File: src/sv/ymr_pkg.sv
package ymr_pkg;

  // Input opcodes
  localparam logic [1:0] OP_BYTE  = 2'd0;
  localparam logic [1:0] OP_TICK  = 2'd1;
  localparam logic [1:0] OP_START = 2'd2;

  // Result kinds
  localparam logic [1:0] KIND_PAYLOAD = 2'd0;
  localparam logic [1:0] KIND_REPLY   = 2'd1;
  localparam logic [1:0] KIND_DONE    = 2'd2;
  localparam logic [1:0] KIND_ABORT   = 2'd3;

  // Protocol bytes
  localparam logic [7:0] BYTE_SOH = 8'h01;
  localparam logic [7:0] BYTE_STX = 8'h02;
  localparam logic [7:0] BYTE_EOT = 8'h04;
  localparam logic [7:0] BYTE_ACK = 8'h06;
  localparam logic [7:0] BYTE_NAK = 8'h15;
  localparam logic [7:0] BYTE_CRQ = 8'h43;
  localparam logic [7:0] BYTE_NUL = 8'h00;
  localparam logic [7:0] BYTE_SPC = 8'h20;
  localparam logic [7:0] BYTE_D0  = 8'h30;

  localparam logic [15:0] CRC_POLY  = 16'h1021;
  localparam logic [15:0] CRC_MSB   = 16'h8000;
  localparam logic [30:0] SIZE_MAX  = 31'h7FFF_FFFF;
  localparam logic [23:0] TIMEOUT_RST = 24'd10000;

  typedef struct packed {
    logic [1:0] opcode;
    logic       packet_start;
    logic [7:0] data_byte;
  } in_item_t;

  typedef struct packed {
    logic [1:0]  result_kind;
    logic [7:0]  reply_byte;
    logic [7:0]  payload_byte;
    logic [9:0]  payload_offset;
    logic [10:0] commit_length;
    logic        packet_ok;
    logic [30:0] declared_size;
    logic        last;
  } result_t;

  // Results produced by one accepted item.
  typedef struct packed {
    logic [1:0] count;
    result_t    first;
    result_t    second;
  } result_pair_t;

  typedef enum logic [2:0] {
    MODE_IDLE   = 3'b001,
    MODE_HEADER = 3'b010,
    MODE_DATA   = 3'b100
  } mode_t;

  typedef enum logic [2:0] {
    PK_NONE  = 3'b001,
    PK_SHORT = 3'b010,
    PK_LONG  = 3'b100
  } pkind_t;

  typedef enum logic [2:0] {
    HP_NAME   = 3'b001,
    HP_DIGITS = 3'b010,
    HP_DONE   = 3'b100
  } hphase_t;

  // CRC-16/XMODEM update by one byte, MSB first.
  function automatic logic [15:0] crc16_byte(input logic [15:0] crc_in,
                                             input logic [7:0]  b);
    logic [15:0] c;
    c = crc_in ^ {b, 8'h00};
    for (int i = 0; i < 8; i++) begin
      if ((c & CRC_MSB) != 16'h0000) begin
        c = (c << 1) ^ CRC_POLY;
      end else begin
        c = c << 1;
      end
    end
    return c;
  endfunction

endpackage

File: src/sv/ymr_core.sv
module ymr_core import ymr_pkg::*; #(
  parameter int LONG_PAYLOAD  = 1024,
  parameter int SHORT_PAYLOAD = 128
) (
  input  logic         clk,
  input  logic         rst_n,
  input  logic         accept,
  input  in_item_t     item,
  input  logic         cfg_we,
  input  logic [23:0]  cfg_wdata,
  output result_pair_t results
);

  localparam int MAXP  = (LONG_PAYLOAD > SHORT_PAYLOAD) ? LONG_PAYLOAD : SHORT_PAYLOAD;
  localparam int POS_W = $clog2(MAXP + 5);
  localparam logic [POS_W-1:0] PLEN_LONG  = POS_W'(LONG_PAYLOAD);
  localparam logic [POS_W-1:0] PLEN_SHORT = POS_W'(SHORT_PAYLOAD);
  localparam logic [POS_W-1:0] HDR_LEN    = POS_W'(3);
  localparam logic [POS_W-1:0] POS_ONE    = POS_W'(1);

  mode_t             mode_r, mode_nxt;
  pkind_t            pkind_r, pkind_nxt;
  hphase_t           hphase_r, hphase_nxt;
  logic [POS_W-1:0]  pos_r, pos_nxt;
  logic [15:0]       crc_run_r, crc_run_nxt;
  logic [15:0]       crc_rcv_r, crc_rcv_nxt;
  logic [30:0]       remain_r, remain_nxt;
  logic [30:0]       size_r, size_nxt;
  logic [23:0]       idle_r, idle_nxt;
  logic [23:0]       timeout_r;

  logic [POS_W-1:0]  pos_inc;
  logic [POS_W-1:0]  plen;
  logic [POS_W-1:0]  off;
  logic [15:0]       crc_upd;
  logic [34:0]       size_sum;
  logic [24:0]       tick_cnt;
  logic [30:0]       commit;
  logic [15:0]       crc_full;

  assign pos_inc  = pos_r + POS_ONE;
  assign plen     = (pkind_r == PK_SHORT) ? PLEN_SHORT : PLEN_LONG;
  assign off      = pos_inc - HDR_LEN;
  assign crc_upd  = crc16_byte(crc_run_r, item.data_byte);
  assign size_sum = ({4'b0, size_r} << 3) + ({4'b0, size_r} << 1)
                  + {27'b0, item.data_byte - BYTE_D0};
  assign tick_cnt = {1'b0, idle_r} + 25'd1;
  assign commit   = (remain_r < 31'(plen)) ? remain_r : 31'(plen);
  assign crc_full = {crc_rcv_r[15:8], item.data_byte};

  always_comb begin
    mode_nxt    = mode_r;
    pkind_nxt   = pkind_r;
    hphase_nxt  = hphase_r;
    pos_nxt     = pos_r;
    crc_run_nxt = crc_run_r;
    crc_rcv_nxt = crc_rcv_r;
    remain_nxt  = remain_r;
    size_nxt    = size_r;
    idle_nxt    = idle_r;
    results     = '0;

    case (item.opcode)
      OP_START: begin
        mode_nxt  = MODE_HEADER;
        pkind_nxt = PK_NONE;
        pos_nxt   = '0;
        idle_nxt  = '0;
      end
      OP_TICK: begin
        if (mode_r != MODE_IDLE) begin
          if (tick_cnt > {1'b0, timeout_r}) begin
            mode_nxt  = MODE_IDLE;
            pkind_nxt = PK_NONE;
            idle_nxt  = '0;
            results.count = 2'd1;
            results.first.result_kind = KIND_ABORT;
          end else begin
            idle_nxt = tick_cnt[23:0];
          end
        end
      end
      OP_BYTE: begin
        if (mode_r != MODE_IDLE) begin
          if (item.packet_start) begin
            pkind_nxt = PK_NONE;
            pos_nxt   = '0;
            if (item.data_byte == BYTE_SOH || item.data_byte == BYTE_STX) begin
              pkind_nxt   = (item.data_byte == BYTE_SOH) ? PK_SHORT : PK_LONG;
              crc_run_nxt = '0;
              crc_rcv_nxt = '0;
              hphase_nxt  = HP_NAME;
              if (mode_r == MODE_HEADER) begin
                size_nxt = '0;
              end
              idle_nxt = '0;
            end else if (item.data_byte == BYTE_EOT && mode_r == MODE_DATA) begin
              idle_nxt = '0;
              mode_nxt = MODE_IDLE;
              results.count = 2'd2;
              results.first.result_kind  = KIND_REPLY;
              results.first.reply_byte   = BYTE_ACK;
              results.second.result_kind = KIND_DONE;
            end
          end else if (pkind_r != PK_NONE) begin
            pos_nxt = pos_inc;
            if (pos_inc >= HDR_LEN && pos_inc < HDR_LEN + plen) begin
              crc_run_nxt = crc_upd;
              if (mode_r == MODE_HEADER) begin
                case (hphase_r)
                  HP_NAME: begin
                    if (item.data_byte == BYTE_NUL || item.data_byte == BYTE_SPC) begin
                      hphase_nxt = HP_DIGITS;
                    end
                  end
                  HP_DIGITS: begin
                    if (item.data_byte inside {[8'h30:8'h39]}) begin
                      size_nxt = (size_sum > {4'b0, SIZE_MAX}) ? SIZE_MAX : size_sum[30:0];
                    end else begin
                      hphase_nxt = HP_DONE;
                    end
                  end
                  default: begin
                  end
                endcase
              end else begin
                results.count = 2'd1;
                results.first.result_kind    = KIND_PAYLOAD;
                results.first.payload_byte   = item.data_byte;
                results.first.payload_offset = off[9:0];
              end
            end else if (pos_inc == HDR_LEN + plen) begin
              crc_rcv_nxt = {item.data_byte, 8'h00};
            end else if (pos_inc == HDR_LEN + plen + POS_ONE) begin
              crc_rcv_nxt = crc_full;
              pkind_nxt   = PK_NONE;
              idle_nxt    = '0;
              if (mode_r == MODE_HEADER) begin
                remain_nxt = size_r;
                mode_nxt   = MODE_DATA;
                results.count = 2'd2;
                results.first.result_kind    = KIND_REPLY;
                results.first.reply_byte     = BYTE_ACK;
                results.first.declared_size  = size_r;
                results.second.result_kind   = KIND_REPLY;
                results.second.reply_byte    = BYTE_CRQ;
                results.second.declared_size = size_r;
              end else if (crc_full == crc_run_r) begin
                remain_nxt = remain_r - commit;
                results.count = 2'd1;
                results.first.result_kind   = KIND_REPLY;
                results.first.reply_byte    = BYTE_ACK;
                results.first.commit_length = commit[10:0];
                results.first.packet_ok     = 1'b1;
              end else begin
                results.count = 2'd1;
                results.first.result_kind = KIND_REPLY;
                results.first.reply_byte  = BYTE_NAK;
              end
            end
          end
        end
      end
      default: begin
      end
    endcase

    if (results.count == 2'd1) begin
      results.first.last = 1'b1;
    end else if (results.count == 2'd2) begin
      results.second.last = 1'b1;
    end
  end

  always_ff @(posedge clk) begin
    if (!rst_n) begin
      mode_r    <= MODE_IDLE;
      pkind_r   <= PK_NONE;
      hphase_r  <= HP_NAME;
      pos_r     <= '0;
      crc_run_r <= '0;
      crc_rcv_r <= '0;
      remain_r  <= '0;
      size_r    <= '0;
      idle_r    <= '0;
    end else if (accept) begin
      mode_r    <= mode_nxt;
      pkind_r   <= pkind_nxt;
      hphase_r  <= hphase_nxt;
      pos_r     <= pos_nxt;
      crc_run_r <= crc_run_nxt;
      crc_rcv_r <= crc_rcv_nxt;
      remain_r  <= remain_nxt;
      size_r    <= size_nxt;
      idle_r    <= idle_nxt;
    end
  end

  always_ff @(posedge clk) begin
    if (!rst_n) begin
      timeout_r <= TIMEOUT_RST;
    end else if (cfg_we) begin
      timeout_r <= cfg_wdata;
    end
  end

  // A packet can only be open while a transfer session is active.
  a_pkind_needs_session: assert property (@(posedge clk) disable iff (!rst_n)
    pkind_r != PK_NONE |-> mode_r != MODE_IDLE)
    else $error("packet open while idle");

  a_start_enters_header: assert property (@(posedge clk) disable iff (!rst_n)
    accept && item.opcode == OP_START |=> mode_r == MODE_HEADER && pkind_r == PK_NONE)
    else $error("start command did not enter header mode");

  // Only the final result of an item carries the last flag.
  a_last_on_final: assert property (@(posedge clk) disable iff (!rst_n)
    results.count == 2'd2 |-> !results.first.last && results.second.last)
    else $error("last flag misplaced in result pair");

endmodule

File: src/sv/ymr_out_fifo.sv
module ymr_out_fifo import ymr_pkg::*; (
  input  logic         clk,
  input  logic         rst_n,
  input  logic         push,
  input  result_pair_t push_data,
  output logic         room2,
  output logic         out_valid,
  input  logic         out_ready,
  output result_t      out_data
);

  localparam int DEPTH = 4;

  result_t      mem_r [DEPTH];
  logic [1:0]   wr_ptr_r, wr_ptr_nxt;
  logic [1:0]   rd_ptr_r, rd_ptr_nxt;
  logic [2:0]   count_r, count_nxt;
  logic [1:0]   n_push;
  logic         pop;

  assign n_push    = push ? push_data.count : 2'd0;
  assign pop       = out_valid && out_ready;
  assign out_valid = (count_r != 3'd0);
  assign out_data  = mem_r[rd_ptr_r];
  assign room2     = (count_r <= 3'(DEPTH - 2));

  assign wr_ptr_nxt = wr_ptr_r + n_push;
  assign rd_ptr_nxt = rd_ptr_r + {1'b0, pop};
  assign count_nxt  = count_r + {1'b0, n_push} - {2'b0, pop};

  always_ff @(posedge clk) begin
    if (n_push != 2'd0) begin
      mem_r[wr_ptr_r] <= push_data.first;
    end
    if (n_push == 2'd2) begin
      mem_r[wr_ptr_r + 2'd1] <= push_data.second;
    end
  end

  always_ff @(posedge clk) begin
    if (!rst_n) begin
      wr_ptr_r <= '0;
      rd_ptr_r <= '0;
      count_r  <= '0;
    end else begin
      wr_ptr_r <= wr_ptr_nxt;
      rd_ptr_r <= rd_ptr_nxt;
      count_r  <= count_nxt;
    end
  end

  a_no_overflow: assert property (@(posedge clk) disable iff (!rst_n)
    n_push != 2'd0 |-> count_r <= 3'(DEPTH - 2))
    else $error("result queue written without room");

  // Fill level and pointers must stay consistent.
  a_ptr_consistent: assert property (@(posedge clk) disable iff (!rst_n)
    count_r <= 3'(DEPTH) && (wr_ptr_r - rd_ptr_r) == count_r[1:0])
    else $error("result queue pointers out of step");

endmodule

File: src/sv/ymodem_packet_receiver.sv
// Channel   Ports                          Direction  Payload
// input     in_valid, in_ready, in_data    in         in_item_t (opcode, start, byte)
// result    out_valid, out_ready, out_data out        result_t (one result per transfer)
// config    cfg_we, cfg_wdata              in         timeout_ticks, 24 bits
//
// An accepted item is processed in the cycle of its transfer; its results enter
// a four-entry result queue, and into an empty queue the first shows next cycle.
// One item per cycle is sustained while the queue holds at most two results,
// so items giving two results (header end, EOT) are paced by output drain.
// Reset (synchronous, rst_n low) clears the session state and empties the queue.
// out_ready low stalls results; in_ready drops once fewer than two slots remain.
module ymodem_packet_receiver import ymr_pkg::*; #(
  parameter int LONG_PAYLOAD  = 1024,
  parameter int SHORT_PAYLOAD = 128
) (
  input  logic        clk,
  input  logic        rst_n,
  input  logic        in_valid,
  output logic        in_ready,
  input  in_item_t    in_data,
  output logic        out_valid,
  input  logic        out_ready,
  output result_t     out_data,
  input  logic        cfg_we,
  input  logic [23:0] cfg_wdata
);

  logic         accept;
  result_pair_t results;
  logic         room2;

  assign in_ready = room2;
  assign accept   = in_valid && in_ready;

  ymr_core #(
    .LONG_PAYLOAD  (LONG_PAYLOAD),
    .SHORT_PAYLOAD (SHORT_PAYLOAD)
  ) u_core (
    .clk       (clk),
    .rst_n     (rst_n),
    .accept    (accept),
    .item      (in_data),
    .cfg_we    (cfg_we),
    .cfg_wdata (cfg_wdata),
    .results   (results)
  );

  ymr_out_fifo u_out_fifo (
    .clk       (clk),
    .rst_n     (rst_n),
    .push      (accept),
    .push_data (results),
    .room2     (room2),
    .out_valid (out_valid),
    .out_ready (out_ready),
    .out_data  (out_data)
  );

endmodule

File: config.mk
export PLATFORM = sky130hd
export DESIGN_NAME = ymodem_packet_receiver
export DESIGN_NICKNAME = d
export VERILOG_FILES = /design/src/sv/ymr_pkg.sv /design/src/sv/ymr_core.sv /design/src/sv/ymr_out_fifo.sv /design/src/sv/ymodem_packet_receiver.sv
export SDC_FILE = /design/constraint.sdc
export NUM_CORES = 1
export LEC_CHECK = 0
export ABC_AREA = 1
export BUFFER_PORTS_ARGS = -buffer_cell sky130_fd_sc_hd__buf_4
export CORE_MARGIN = 4
export CORE_UTILIZATION = 45
export DETAILED_ROUTE_END_ITERATION = 10
export SLEW_MARGIN = 25
export SYNTH_ARGS = -nofsm -noshare
export SYNTH_HDL_FRONTEND = slang
export SYNTH_SLANG_ARGS = --single-unit
File: constraint.sdc
create_clock -name clk -period 9.87 [get_ports clk]
set_input_delay 1.974 -clock clk [delete_from_list [all_inputs] [get_ports clk]]
set_output_delay 1.974 -clock clk [all_outputs]
set_load 0.05 [all_outputs]
======== After elaboration in Yosys (flattened, before gate mapping) ========
Memory sizes are Yosys's and may differ from the RTL's. A register that Yosys moved wholly into a read port is not among the register bits.
Cells that the tools add are included.
storage, ports and cells
  bits in latches ......................... 0
  word-level logic and storage cells ...... 238
  bits in read-only memories .............. 0
  input port bits ......................... 40
  memories ................................ 1
  register bits after elaboration ......... 161
  output and inout bits ................... 74
  bits in writable memories ............... 288
memory list
  name              depth  bits a word  rd ports  clocked after Yosys merged registers in  wr ports  RTL line            text
  u_out_fifo.mem_r  4      72           1         1                                        2         ymr_out_fifo.sv:14  result_t mem_r [DEPTH];
operators by class
  multiplexer cells ....................... 126
  equal/unequal tests ..................... 34
  add/sub/neg operators ................... 14
  reduce and logical (&&, ||, !) cells .... 30
  $lt $le $gt $ge ......................... 8
  bitwise logic cells ..................... 12
  multipliers ............................. 0
  shifts and indexed selects .............. 0
  div/mod/pow operators ................... 0
operators with widths
  kind                                                                               count
  31-bit two-way mux                                                                 20
  24-bit two-way mux                                                                 10
  73-bit two-way mux                                                                 2
  43-bit two-way mux                                                                 3
  16-bit two-way mux                                                                 8
  13-bit two-way mux                                                                 8
  12-bit two-way mux                                                                 8
  3-bit two-way mux                                                                  28
  24-bit case mux with 3 select lines                                                1
  69-bit two-way mux                                                                 1
  61-bit two-way mux                                                                 1
  10-bit two-way mux                                                                 6
  11-bit two-way mux                                                                 4
  18-bit two-way mux                                                                 2
  9-bit AND reduction                                                                4
  34-bit by 32-bit adder with 35-bit output                                          1
  35-bit by 8-bit adder with 35-bit output                                           1
  35-bit by 31-bit greater-than comparator with 1-bit output, second input constant  1
  31-bit by 11-bit < comparator with 1-bit output                                    1
  31-bit subtractor                                                                  1
  24-bit by 1-bit adder with 25-bit output, second input constant                    1
  25-bit by 24-bit greater-than comparator with 1-bit output                         1
  8-bit two-way mux                                                                  3
  3-bit NOT                                                                          8
  53 further kinds                                                                   100

======== Logic depth before layout (Yosys ltp) ========
Gate-level depths: netlist (run 1).
  depth after elaboration ................. 20
  mapped depth ............................ 27
  gate-level depth less buffers ........... 26

======== Hierarchy ========
Synthesis (run 1) repeated with hierarchy kept, for this count alone.
second synthesis, totals
  cell total of the unflattened synthesis .. 3548
  area total of the unflattened synthesis .. 27483.9 µm²
modules (own cells, without submodules)
  module                  area each (µm²)  times used  seq. area each (µm²)  cells an instance
  ymr_out_fifo            14239.9          1           8788.4                1472
  ymr_core                13236.4          1           3083.0                2074
  ymodem_packet_receiver  7.5              1           0.0                   2

======== Least setup slack after synthesis (run 1) ========
No wires, ideal clock.
  path kind ............................... input -> register
  start ................................... input port in_data[4] (netlist bit)
  end ..................................... register u_core.size_r[11]
  path slack .............................. 4.833 ns
  arrival ................................. 4.904 ns
  data required time ...................... 9.738 ns
  setup time .............................. 0.132 ns
  stages on the path ...................... 20
  buffers on the path ..................... 1
  path through ............................ inv_1 > ha_1 > inv_1 > fa_1 > inv_1 > ha_1 > nand2_1 > o21ai_0 > a21oi_1 > o21ai_0 > nand2_1 > nand2_1 > nand2_1 > nand3_1 > nand2_1 > nor2_1 > clkbuf_1 > nand3_1 > nand2_1 > a21oi_1
on the way
  word-level cells in the longest chain between the ends .. 10
  elaborated cells between the ends (all ways) .. 19
  those cells by class .................... add/sub (2); order compare (3); eq/ne (3); mux (7); reduce/logical (4)
ends and longest elaborated chain
  element                                                     RTL line                      text
  start, declared                                             ymodem_packet_receiver.sv:20  input in_item_t in_data,
  8-bit by 6-bit subtractor with 8-bit output                 ymr_core.sv:46                + {27'b0, item.data_byte - BYTE_D0};
  35-bit by 8-bit adder with 35-bit output                    ymr_core.sv:46
  35-bit by 31-bit greater-than comparator with 1-bit output  ymr_core.sv:118               size_nxt = (size_sum > {4'b0, SIZE_MAX}) ? SIZE_MAX : size_sum[30:0];
  31-bit two-way mux                                          ymr_core.sv:118
  31-bit two-way mux                                          ymr_core.sv:117               if (item.data_byte inside {[8'h30:8'h39]}) begin
  31-bit two-way mux                                          ymr_core.sv:110               case (hphase_r)
  31-bit two-way mux                                          ymr_core.sv:109               if (mode_r == MODE_HEADER) begin
  31-bit two-way mux                                          ymr_core.sv:107               if (pos_inc >= HDR_LEN && pos_inc < HDR_LEN + plen) begin
  31-bit two-way mux                                          ymr_core.sv:105               end else if (pkind_r != PK_NONE) begin
  31-bit two-way mux                                          ymr_core.sv:85                if (item.packet_start) begin
  end signal, assigned                                        ymr_core.sv:194               size_r <= size_nxt;
  end, declared                                               ymr_core.sv:28                logic [30:0] size_r, size_nxt;
Parallel ways exist; a longest one is shown, timed or not. The select of a mux whose other input is x is not followed.
A chain may end at the register's enable or synchronous reset.

==> impl_metrics.ini, run 1 <==
[run_status]
status = completed

[route]
dr.pass1.iters = 6
num_vias = 23020
drc = 0
drt_iter0_drc = 2198
routed_wl_mm = 77.5
drt.antenna.violating_nets = 0
viasPerCell = 5.75
wire_per_inst_um = 19.3

[pwr]
p_leak_nw = 12.0
powerDensity_mw_per_mm2 = 203
peakVddDrop_uv = 195

[clock_tree]
cts_made_buffers = 50
worstSkewPairLatency_ns = 0.61
cts_buffer_depth = 3
cts.hold.buffers_added = 0
cts_setup_buffers = 0
htree_levels = 2
cts_root_buffer = clkbuf_16
cts_resized = 0
cts_tree = built
clk_pin_slew_ns = 0.06
clock_sinks = 437

[sta]
finalClockSkew_ns = 0.0289
slew_headroom_pct = 32.0
tightest_slew_ns = 1.01
fin_crit_sh_pct = 61.7
whs_ns = 0.460
tns_ns = 0
fin_crit_ns = 6.09
max_freq_mhz = 164
setup_viol = 0
rsz0062_at_grt = false
hold_violations = 0
slew_viol_final = 0

[worst_hold_path]
hp-class = flop to flop
holdPathEnd = u_out_fifo.mem_r[1][40]$_SDFFE_PP0N_
whs_path_depth = 2
hold_start = u_out_fifo.mem_r[1][40]$_SDFFE_PP0N_

[worst_setup_path]
endpoint_kind = flop
crit_path_frequent_cell = nand2_1
r2r_cells = 26
r2r_start = u_core.idle_r[0]$_SDFFE_PN0P_
path_max_fanout = 83
crit_path_max_incr_delay_ns = 0.66
crit_type = flop to flop
timing.rr.end = u_out_fifo.mem_r[3][25]$_DFFE_PP_
start_kind = flop
cp.arrival_ns = 6.35
critPathSlowestCell = buf_4
crit_required_ns = 10.12
timing.reg2reg.setup_slack_ns = 3.78

[flow_run]
cap_viol_max_count = 0

[synthesis]
syn_inst = 3273
synth_seq_area_share_pct = 41.6
syn_area_mm2 = 0.0246
syn_avg_cell_area_um2 = 7.51
synth_warnings = 0
ys_types = 48
synth-seq-cells = 437

[final_layout]
final_cell_mix = 610 x nand2_1, 389 x nand3_1, 351 x a21oi_1, 331 x nor2_1, 287 x dfxtp_1
nFillCells = 5225
area_growth_pct = 10.9
antenna_cells = 0
final_area_mm2 = 0.0273
layout-drive-gt1-share_pct = 8.22
nets = 3414
final_common_cell = nand2_1

[place]
portBuffers = 110
placed_cell_area_mm2 = 0.0255
place.gp.congestion = 0.890
place_hpwl_mm = 49.2

[floorplanning]
num_rows = 85
design.die.area_mm2 = 0.0584
die_h_um = 242
io_pins = 114
initial_core_util_pct = 45.6
fp.coreArea_mm2 = 0.0539
die_w_um = 242

[global_routing]
grt-ovfl-total = 0
grt_max_degree = 99
grt_pass1_wl_mm = 122
antenna_found_initial = 3
grtUsageTotal_pct = 25.4
first_global_vias = 22118
-- area by class of cell --
class | count | area (um2) | share of cell area [%]
inverters | 241 | 907 | 3.33
clock buffers | 76 | 1470 | 5.39
flip-flops and latches | 437 | 10200 | 37.5
clock inverters | 16 | 253 | 0.927
repair buffers | 139 | 1060 | 3.90
well taps | 696 | 871 | 3.19
multi-input cells | 2399 | 12500 | 45.7
-- critical path, delay by kind of cell, from the launching register on --
| family | cells | cell delay [ns] |
|---|---|---|
| adder cells (fa/ha/maj) | 2 | 0.52 |
| XOR/XNOR | 1 | 0.19 |
| buffers and inverters | 3 | 1.22 |
| flip-flops | 1 | 0.40 |
| AND/OR/NAND/NOR | 20 | 3.37 |
-- how the worst max path moves through the flow --
| stage | start | endpoint | cells after the start |
|---|---|---|---|
| 2_1_floorplan | in_data[4] | u_core.size_r[11]$_SDFFE_PN0P_ | 20 |
| 3_3_place_gp | in_data[4] | u_core.size_r[12]$_SDFFE_PN0P_ | 20 |
| 3_5_place_dp | u_core.idle_r[0]$_SDFFE_PN0P_ | u_out_fifo.mem_r[3][27]$_DFFE_PP_ | 26 |
| 4_1_cts | u_core.idle_r[0]$_SDFFE_PN0P_ | u_out_fifo.mem_r[3][31]$_DFFE_PP_ | 26 |
| 5_1_grt | u_core.idle_r[0]$_SDFFE_PN0P_ | u_out_fifo.mem_r[3][27]$_DFFE_PP_ | 25 |
| 6_report | u_core.idle_r[0]$_SDFFE_PN0P_ | u_out_fifo.mem_r[3][25]$_DFFE_PP_ | 26 |
-- power by group --
group / switching, W / total (W) / internal [W] / leakage (nW)
registers: 0.0000503 / 0.00193 / 0.00188 / 4.03
clock network: 0.000776 / 0.00194 / 0.00116 / 0.836
logic: 0.00122 / 0.00168 / 0.000456 / 7.15
total: 0.00205 / 0.00555 / 0.00350 / 12.0
-- registers in the layout (all words and copies together), names as in the netlist --
name / cells
u_out_fifo.rd_ptr_r: 2
u_core.timeout_r: 24
u_out_fifo.mem_r: 276
u_out_fifo.wr_ptr_r: 2
u_core.pos_r: 11
u_core.mode_r: 3
u_core.crc_run_r: 16
u_core.pkind_r: 3
u_core.size_r: 31
u_out_fifo.count_r: 3
u_core.crc_rcv_r: 8
u_core.hphase_r: 3
u_core.remain_r: 31
u_core.idle_r: 24
-- Yosys cell counts, drive strengths merged --
master   count  area, um2
buf         81        614
nor3        48        260
dfxtp      289       5790
fa           7        140
or2          4       25.0
o31ai        1       7.51
a22oi        1       7.51
o22ai       70        438
o21ai      249       1250
o2111ai      4       35.0
and3         1       6.26
clkbuf     117        439
o21bai       4       30.0
nand4       31        194
a2111oi      2       17.5
a21o         6       45.0
o41ai        1       8.76
nor2       345       1330
o211ai       3       22.5
nor4        12       75.1
o21a         6       45.0
edfxtp     148       4440
a211oi      17        128
nor3b        1       7.51
a31oi        8       50.1
a311oi       2       17.5
a21oi      351       1760
conb         2       7.51
inv        235        882
ha          99       1240
nand3      394       1980
nand3b      12       90.1
nand2      627       2420
xnor2       39        342
xor2        48        420
clkinv       6       22.5
a21boi       2       15.0
-- routing by layer --
metal  global-route usage (%)  part of all wire, %
met4                     6.74                  2.2
met1                     35.6                   45
met2                     41.8                   46
met5                        0                0.052
met3                     3.27                  6.2
-- cells by family after synthesis --
logic type | after synthesis | share of synthesized area [%]
buffers and inverters | 439 | 7.96
xor gates and xnor gates | 87 | 3.10
AOI/OAI and AO/OA | 727 | 15.7
other | 2 | 0.0305
DFF | 437 | 41.6
and+or+nand+nor | 1475 | 26.0
adders and majority gates | 106 | 5.61
-- per-stage QoR --
stage	instances	setup WS [ns]	power, W	util [%]
2_1_floorplan	3275	4.83	0.00312	-
3_3_place_gp	3911	3.68	0.00362	47.3
3_5_place_dp	3911	3.85	0.00363	47.3
4_1_cts	4003	3.84	0.00557	50.5
5_1_grt	4004	3.13	0.00577	50.6
6_report	4004	3.78	0.00555	50.6
No activity file was read; power rests on OpenSTA's default activity.
==> run 2: changes to the inputs <==
==> constraint.sdc (replaced) <==
create_clock -name clk -period 5.16 [get_ports clk]
set_input_delay 1.032 -clock clk [delete_from_list [all_inputs] [get_ports clk]]
set_output_delay 1.032 -clock clk [all_outputs]
set_load 0.05 [all_outputs]
==> run 2 against run 1 <==
  * Global-route usage grew 0.084 points
  * Setup slack lost 3.3 ns
  * Sequential power grew 91%
  * Design area grew 0.28%
  * Clock power grew 86%
  * Largest power group is now sequential cells
  * Highest routed layer unchanged
==> impl_metrics.ini, run 2 (synthesis results as in run 1) <==
[run_status]
status = completed

[worst_setup_path]
crit_required_ns = 5.63
path_max_fanout = 6
crit_type = flop to flop
r2r_start = u_core.idle_r[0]$_SDFFE_PN0P_
endpoint_kind = flop
start_kind = flop
cp.arrival_ns = 5.14
crit_path_start = u_core.idle_r[0]$_SDFFE_PN0P_

[clock_tree]
worstSkewPairLatency_ns = 0.61
cts_made_buffers = 49
htree_levels = 2
cts.hold.buffers_added = 0
cts_buffer_depth = 3
clk_pin_slew_ns = 0.06
cts_tree = built
clock_sinks = 437
cts_root_buffer = clkbuf_16

[global_routing]
first_global_vias = 21949
grt_pass1_wl_mm = 123
grtUsageMet2_pct = 41.8
grt-ovfl-total = 0
grt-busiest-layer = met2
use_met1_pct = 35.8
antenna_found_initial = 2
grt_use_met3_pct = 3.25
grt_max_degree = 138
grtUsageTotal_pct = 25.5

[sta]
slew_viol_final = 0
tightest_slew_ns = 1.06
max_freq_mhz = 214
setup_viol = 0
tns_ns = 0
rsz0062_at_grt = false
slew_headroom_pct = 29.5
finalClockSkew_ns = 0.0296
fin_crit_sh_pct = 90.4
fin_crit_ns = 4.66
hold_violations = 0

[pwr]
power_w = 0.0105
peakVddDrop_uv = 297
powerDensity_mw_per_mm2 = 383
p_leak_nw = 12.1

[route]
viasPerCell = 5.72
drt_iter0_drc = 2206
wire_per_inst_um = 19.3
drc = 0
routed_wl_mm = 77.5
drt.antenna.violating_nets = 0
num_vias = 22985
dr.pass1.iters = 5

[floorplanning]
die_w_um = 242
die_h_um = 242
num_rows = 85
design.die.area_mm2 = 0.0584
initial_core_util_pct = 45.6
io_pins = 114
fp.coreArea_mm2 = 0.0539

[final_layout]
regArea_mm2 = 0.0102
largest_reg_flops = 276
antenna_cells = 0
final_common_cell = nand2_1
final_cell_mix = 610 x nand2_1, 389 x nand3_1, 351 x a21oi_1, 331 x nor2_1, 287 x dfxtp_1
area_growth_pct = 11.2
reg.largest.list = u_out_fifo.mem_r: 276 flops, u_core.remain_r: 31 flops, u_core.size_r: 31 flops
multi_input_area_mm2 = 0.0125
layout-drive-gt1-share_pct = 8.64
nFillCells = 5206
nets = 3425
largest-register = u_out_fifo.mem_r

[worst_hold_path]
hold_start = u_out_fifo.mem_r[2][46]$_SDFFE_PP0N_
hp-class = flop to flop

[place]
place.gp.congestion = 0.892
portBuffers = 110
place_hpwl_mm = 49.7

[flow_run]
cap_viol_max_count = 0
[run 2: changes by cell type in the layout (fill, tap and decap cells not counted), moves of 3 or more]
| cell | change |
|---|---|
| buf_12 | +5 |
| buf_4 | +5 |
| clkbuf_1 | -3 |
| clkinv_2 | +3 |
| clkbuf_8 | +3 |
| buf_6 | +3 |
[run 2: power breakdown]
| part | internal [W] | switching (W) |
|---|---|---|
| Combinational | 0.000861 | 0.00234 |
| Clock | 0.00211 | 0.00149 |
| Sequential | 0.00359 | 0.0000927 |
| Total | 0.00656 | 0.00393 |
[run 2: critical path, cell delays in order (launching register included)]
cell and delay [ns]:
dfxtp_1 0.39, ha_1 0.21, nand3_1 0.13, nor2_1 0.13, nand2_1 0.10, nor3_2 0.21, nand2_1 0.17, nor3_2 0.26
nand4_1 0.17, xor2_1 0.29, ha_1 0.30, a21oi_1 0.15, o21ai_0 0.09, nand3_1 0.07, nand2_1 0.06, a21oi_1 0.11
nand2_1 0.06, nand2_1 0.10, nand2_1 0.06, nand2_1 0.28, nand2_4 0.13, nand2_4 0.09, inv_1 0.12, ha_1 0.23
fa_1 0.38, o21ai_0 0.18, a21oi_1 0.05
[run 2: final timing paths]
path,to,slack [ns],depth (start not counted)
max reg2reg,u_out_fifo.count_r[2]$_SDFF_PN0_,0.50,26
min reg2reg,u_out_fifo.mem_r[2][46]$_SDFFE_PP0N_,0.46,2
min,u_out_fifo.mem_r[2][46]$_SDFFE_PP0N_,0.46,2
max,u_out_fifo.count_r[2]$_SDFF_PN0_,0.50,26
[run 2: final cells by class]
cell class,instances,area share (%)
repair buffers,151,4.41
clock inverters,18,0.805
flip-flops and latches,437,37.4
inverters,241,3.33
multi-input cells,2399,45.5
well taps,696,3.18
clock buffers,74,5.30
[run 2: timing repair]
action | 4_1_cts | 5_1_grt
buffers inserted | 0 | 0
gates resized for setup | 0 | 2
endpoints found under the setup margin | 0 | 29
[run 2: metrics by stage]
stage | area (um2) | hold slack, ns | cells | utilization (%) | worst slack, ns
4_1_cts | 27300 | 0.463 | 4016 | 50.7 | 0.481
2_1_floorplan | 24600 | 0.436 | 3275 | - | 0.744
3_5_place_dp | 25700 | 0.455 | 3924 | 47.6 | 0.464
3_3_place_gp | 25700 | 0.449 | 3924 | 47.6 | 0.527
6_report | 27400 | 0.460 | 4016 | 50.7 | 0.495
5_1_grt | 27400 | 0.480 | 4016 | 50.7 | 0.0104
[run 2: layer usage]
layer / vias to the layer above / wire length, um / share of wire [%]
li1: 11157 / - / -
met1: 10837 / 34800 / 45
met2: 849 / 35700 / 46
met3: 138 / 5200 / 6.7
met4: 4 / 1870 / 2.4
met5: - / 27 / 0.035
==> run 3: changes to the inputs <==
--- a/config.mk
+++ b/config.mk
@@ -7,9 +7,12 @@
 export LEC_CHECK = 0
 export ABC_AREA = 1
 export BUFFER_PORTS_ARGS = -buffer_cell sky130_fd_sc_hd__buf_4
+export CELL_PAD_IN_SITES_DETAIL_PLACEMENT = 1
+export CELL_PAD_IN_SITES_GLOBAL_PLACEMENT = 2
 export CORE_MARGIN = 4
-export CORE_UTILIZATION = 45
+export CORE_UTILIZATION = 33
 export DETAILED_ROUTE_END_ITERATION = 10
+export PLACE_DENSITY_LB_ADDON = 0.1
 export SLEW_MARGIN = 25
 export SYNTH_ARGS = -nofsm -noshare
 export SYNTH_HDL_FRONTEND = slang
==> run 3 against run 2 <==
  * Clock skew rose by 0.0098 ns
  * Via count hardly changed
  * Cell count rose by 6.9%
  * Highest routed layer is now met4
  * Design area increased by 1.7%
==> impl_metrics.ini, run 3 (synthesis results as in run 1) <==
[run_status]
status = completed

[floorplanning]
initial_core_util_pct = 33.5
die_h_um = 281
design.die.area_mm2 = 0.0789
num_rows = 99
die_w_um = 281
io_pins = 114
fp.coreArea_mm2 = 0.0735

[worst_setup_path]
path_buf_inv = 1
crit_type = flop to flop
crit_path_max_incr_delay_ns = 0.41
crit_required_ns = 5.63
crit_path_frequent_cell = nand2_1
path_max_fanout = 6
crit_family = simple AND/OR/NAND/NOR gates
endpoint_kind = flop
critPathSlowestCell = dfxtp_1
start_kind = flop
cp.arrival_ns = 5.05

[global_routing]
grt_pass1_wl_mm = 140
grt_max_degree = 117
antenna_found_initial = 2
grtUsageTotal_pct = 22.5
first_global_vias = 23703
grt-ovfl-total = 0

[sta]
setup_viol = 0
tns_ns = 0
fin_crit_sh_pct = 88.7
hold_violations = 0
fin_crit_ns = 4.57
slew_viol_final = 0
slew_headroom_pct = 34.2
whs_ns = 0.461
rsz0062_at_grt = false
tightest_slew_ns = 0.987
finalClockSkew_ns = 0.0394
max_freq_mhz = 219

[route]
wire_per_inst_um = 21.1
drt_iter0_drc = 1369
drt.antenna.violating_nets = 0
drc = 0
viasPerCell = 5.35
dr.pass1.iters = 5
num_vias = 22994
routed_wl_mm = 90.6

[place]
place_hpwl_mm = 60.9
portBuffers = 110
place.gp.congestion = 0.824

[final_layout]
area_growth_pct = 13.2
largest-register = u_out_fifo.mem_r
layout-drive-gt1-share_pct = 9.12
post-route-util_pct = 37.9
largest_reg_flops = 276
final_common_cell = nand2_1
reg.largest.list = u_out_fifo.mem_r: 276 flops, u_core.remain_r: 31 flops, u_core.size_r: 31 flops
nets = 3437
final_cell_mix = 609 x nand2_1, 389 x nand3_1, 351 x a21oi_1, 331 x nor2_1, 287 x dfxtp_1

[clock_tree]
cts_made_buffers = 53
cts_tree = built
cts_buffer_depth = 3
clock_sinks = 437
clk_pin_slew_ns = 0.06
cts_root_buffer = clkbuf_16
htree_levels = 2
worstSkewPairLatency_ns = 0.62
cts_setup_buffers = 0

[worst_hold_path]
hp-class = flop to flop

[pwr]
powerDensity_mw_per_mm2 = 386
p_leak_nw = 12.2
peakVddDrop_uv = 278

[flow_run]
cap_viol_max_count = 0
[run 3: changes by cell type in the layout (fill, tap and decap cells not counted), moves of 2 or more]
cell,previous run,this run
clkbuf_8,13,8
clkinv_2,10,22
clkbuf_16,49,54
clkinvlp_4,3,0
buf_4,143,151
clkbuf_1,12,9
diode_2,0,2
[run 3: layout make-up]
cell class              instances  area [um2]
well taps                     959        1200
flip-flops and latches        437       10200
repair buffers                159        1270
fillers                      8980       45600
multi-input cells            2399       12500
inverters                     241         908
diodes                          2        5.00
clock buffers                  71        1500
clock inverters                27         256
[run 3: final timing paths]
kind	startpoint	to	slack, ns	cells past startpoint
setup reg to reg	u_core.idle_r[0]$_SDFFE_PN0P_	u_out_fifo.count_r[2]$_SDFF_PN0_	0.59	25
setup / recovery	u_core.idle_r[0]$_SDFFE_PN0P_	u_out_fifo.count_r[2]$_SDFF_PN0_	0.59	25
hold / removal	u_core.timeout_r[5]$_SDFFE_PN0P_	u_core.timeout_r[5]$_SDFFE_PN0P_	0.46	2
hold reg to reg	u_core.timeout_r[5]$_SDFFE_PN0P_	u_core.timeout_r[5]$_SDFFE_PN0P_	0.46	2
[run 3: routing by layer]
metal / wire (um) / track usage (%) / share of wire (%)
met1: 42000 / 30.3 / 46
met2: 43400 / 38.6 / 48
met3: 3540 / 2.93 / 3.9
met4: 1740 / 4.91 / 1.9
met5: 0 / 0 / 0
[run 3: through the flow]
step                      std cells  worst slack (ns)  instance area [um2]  total power, W
after floorplan                3275             0.744                24600         0.00596
after global placement         4195             0.342                26100         0.00703
after detailed placement       4195             0.288                26100         0.00707
after CTS                      4293             0.420                27800          0.0109
after global routing           4294             0.133                27800          0.0112
final                          4295             0.585                27800          0.0107
[run 3: worst reg2reg max path: stages (launching register included)]
cell and delay, ns:
dfxtp_1 0.41, ha_1 0.22, nand3_1 0.14, nor2_1 0.14, nand2_1 0.11, nor3_2 0.21
nand2_1 0.17, nor3_2 0.27, nand4_1 0.15, xor2_1 0.24, ha_1 0.29, a21o_1 0.18
a21oi_1 0.12, nand2_1 0.07, a21oi_1 0.13, nand2_1 0.07, nand2_1 0.08, nand2_1 0.08
nand2_2 0.21, nand2_4 0.12, nand2_4 0.08, inv_1 0.09, ha_1 0.22, fa_1 0.38
o21ai_0 0.18, a21oi_1 0.06
[run 3: power by group]
part,internal [W],switching (W)
Sequential,0.00359,0.000126
Clock,0.00219,0.00157
Combinational,0.000865,0.00239
Total,0.00665,0.00409
[run 3: timing repair]
item / CTS / global route
setup endpoints to repair: 0 / 8
gates resized for setup: 0 / 4
hold buffers: 0 / 0
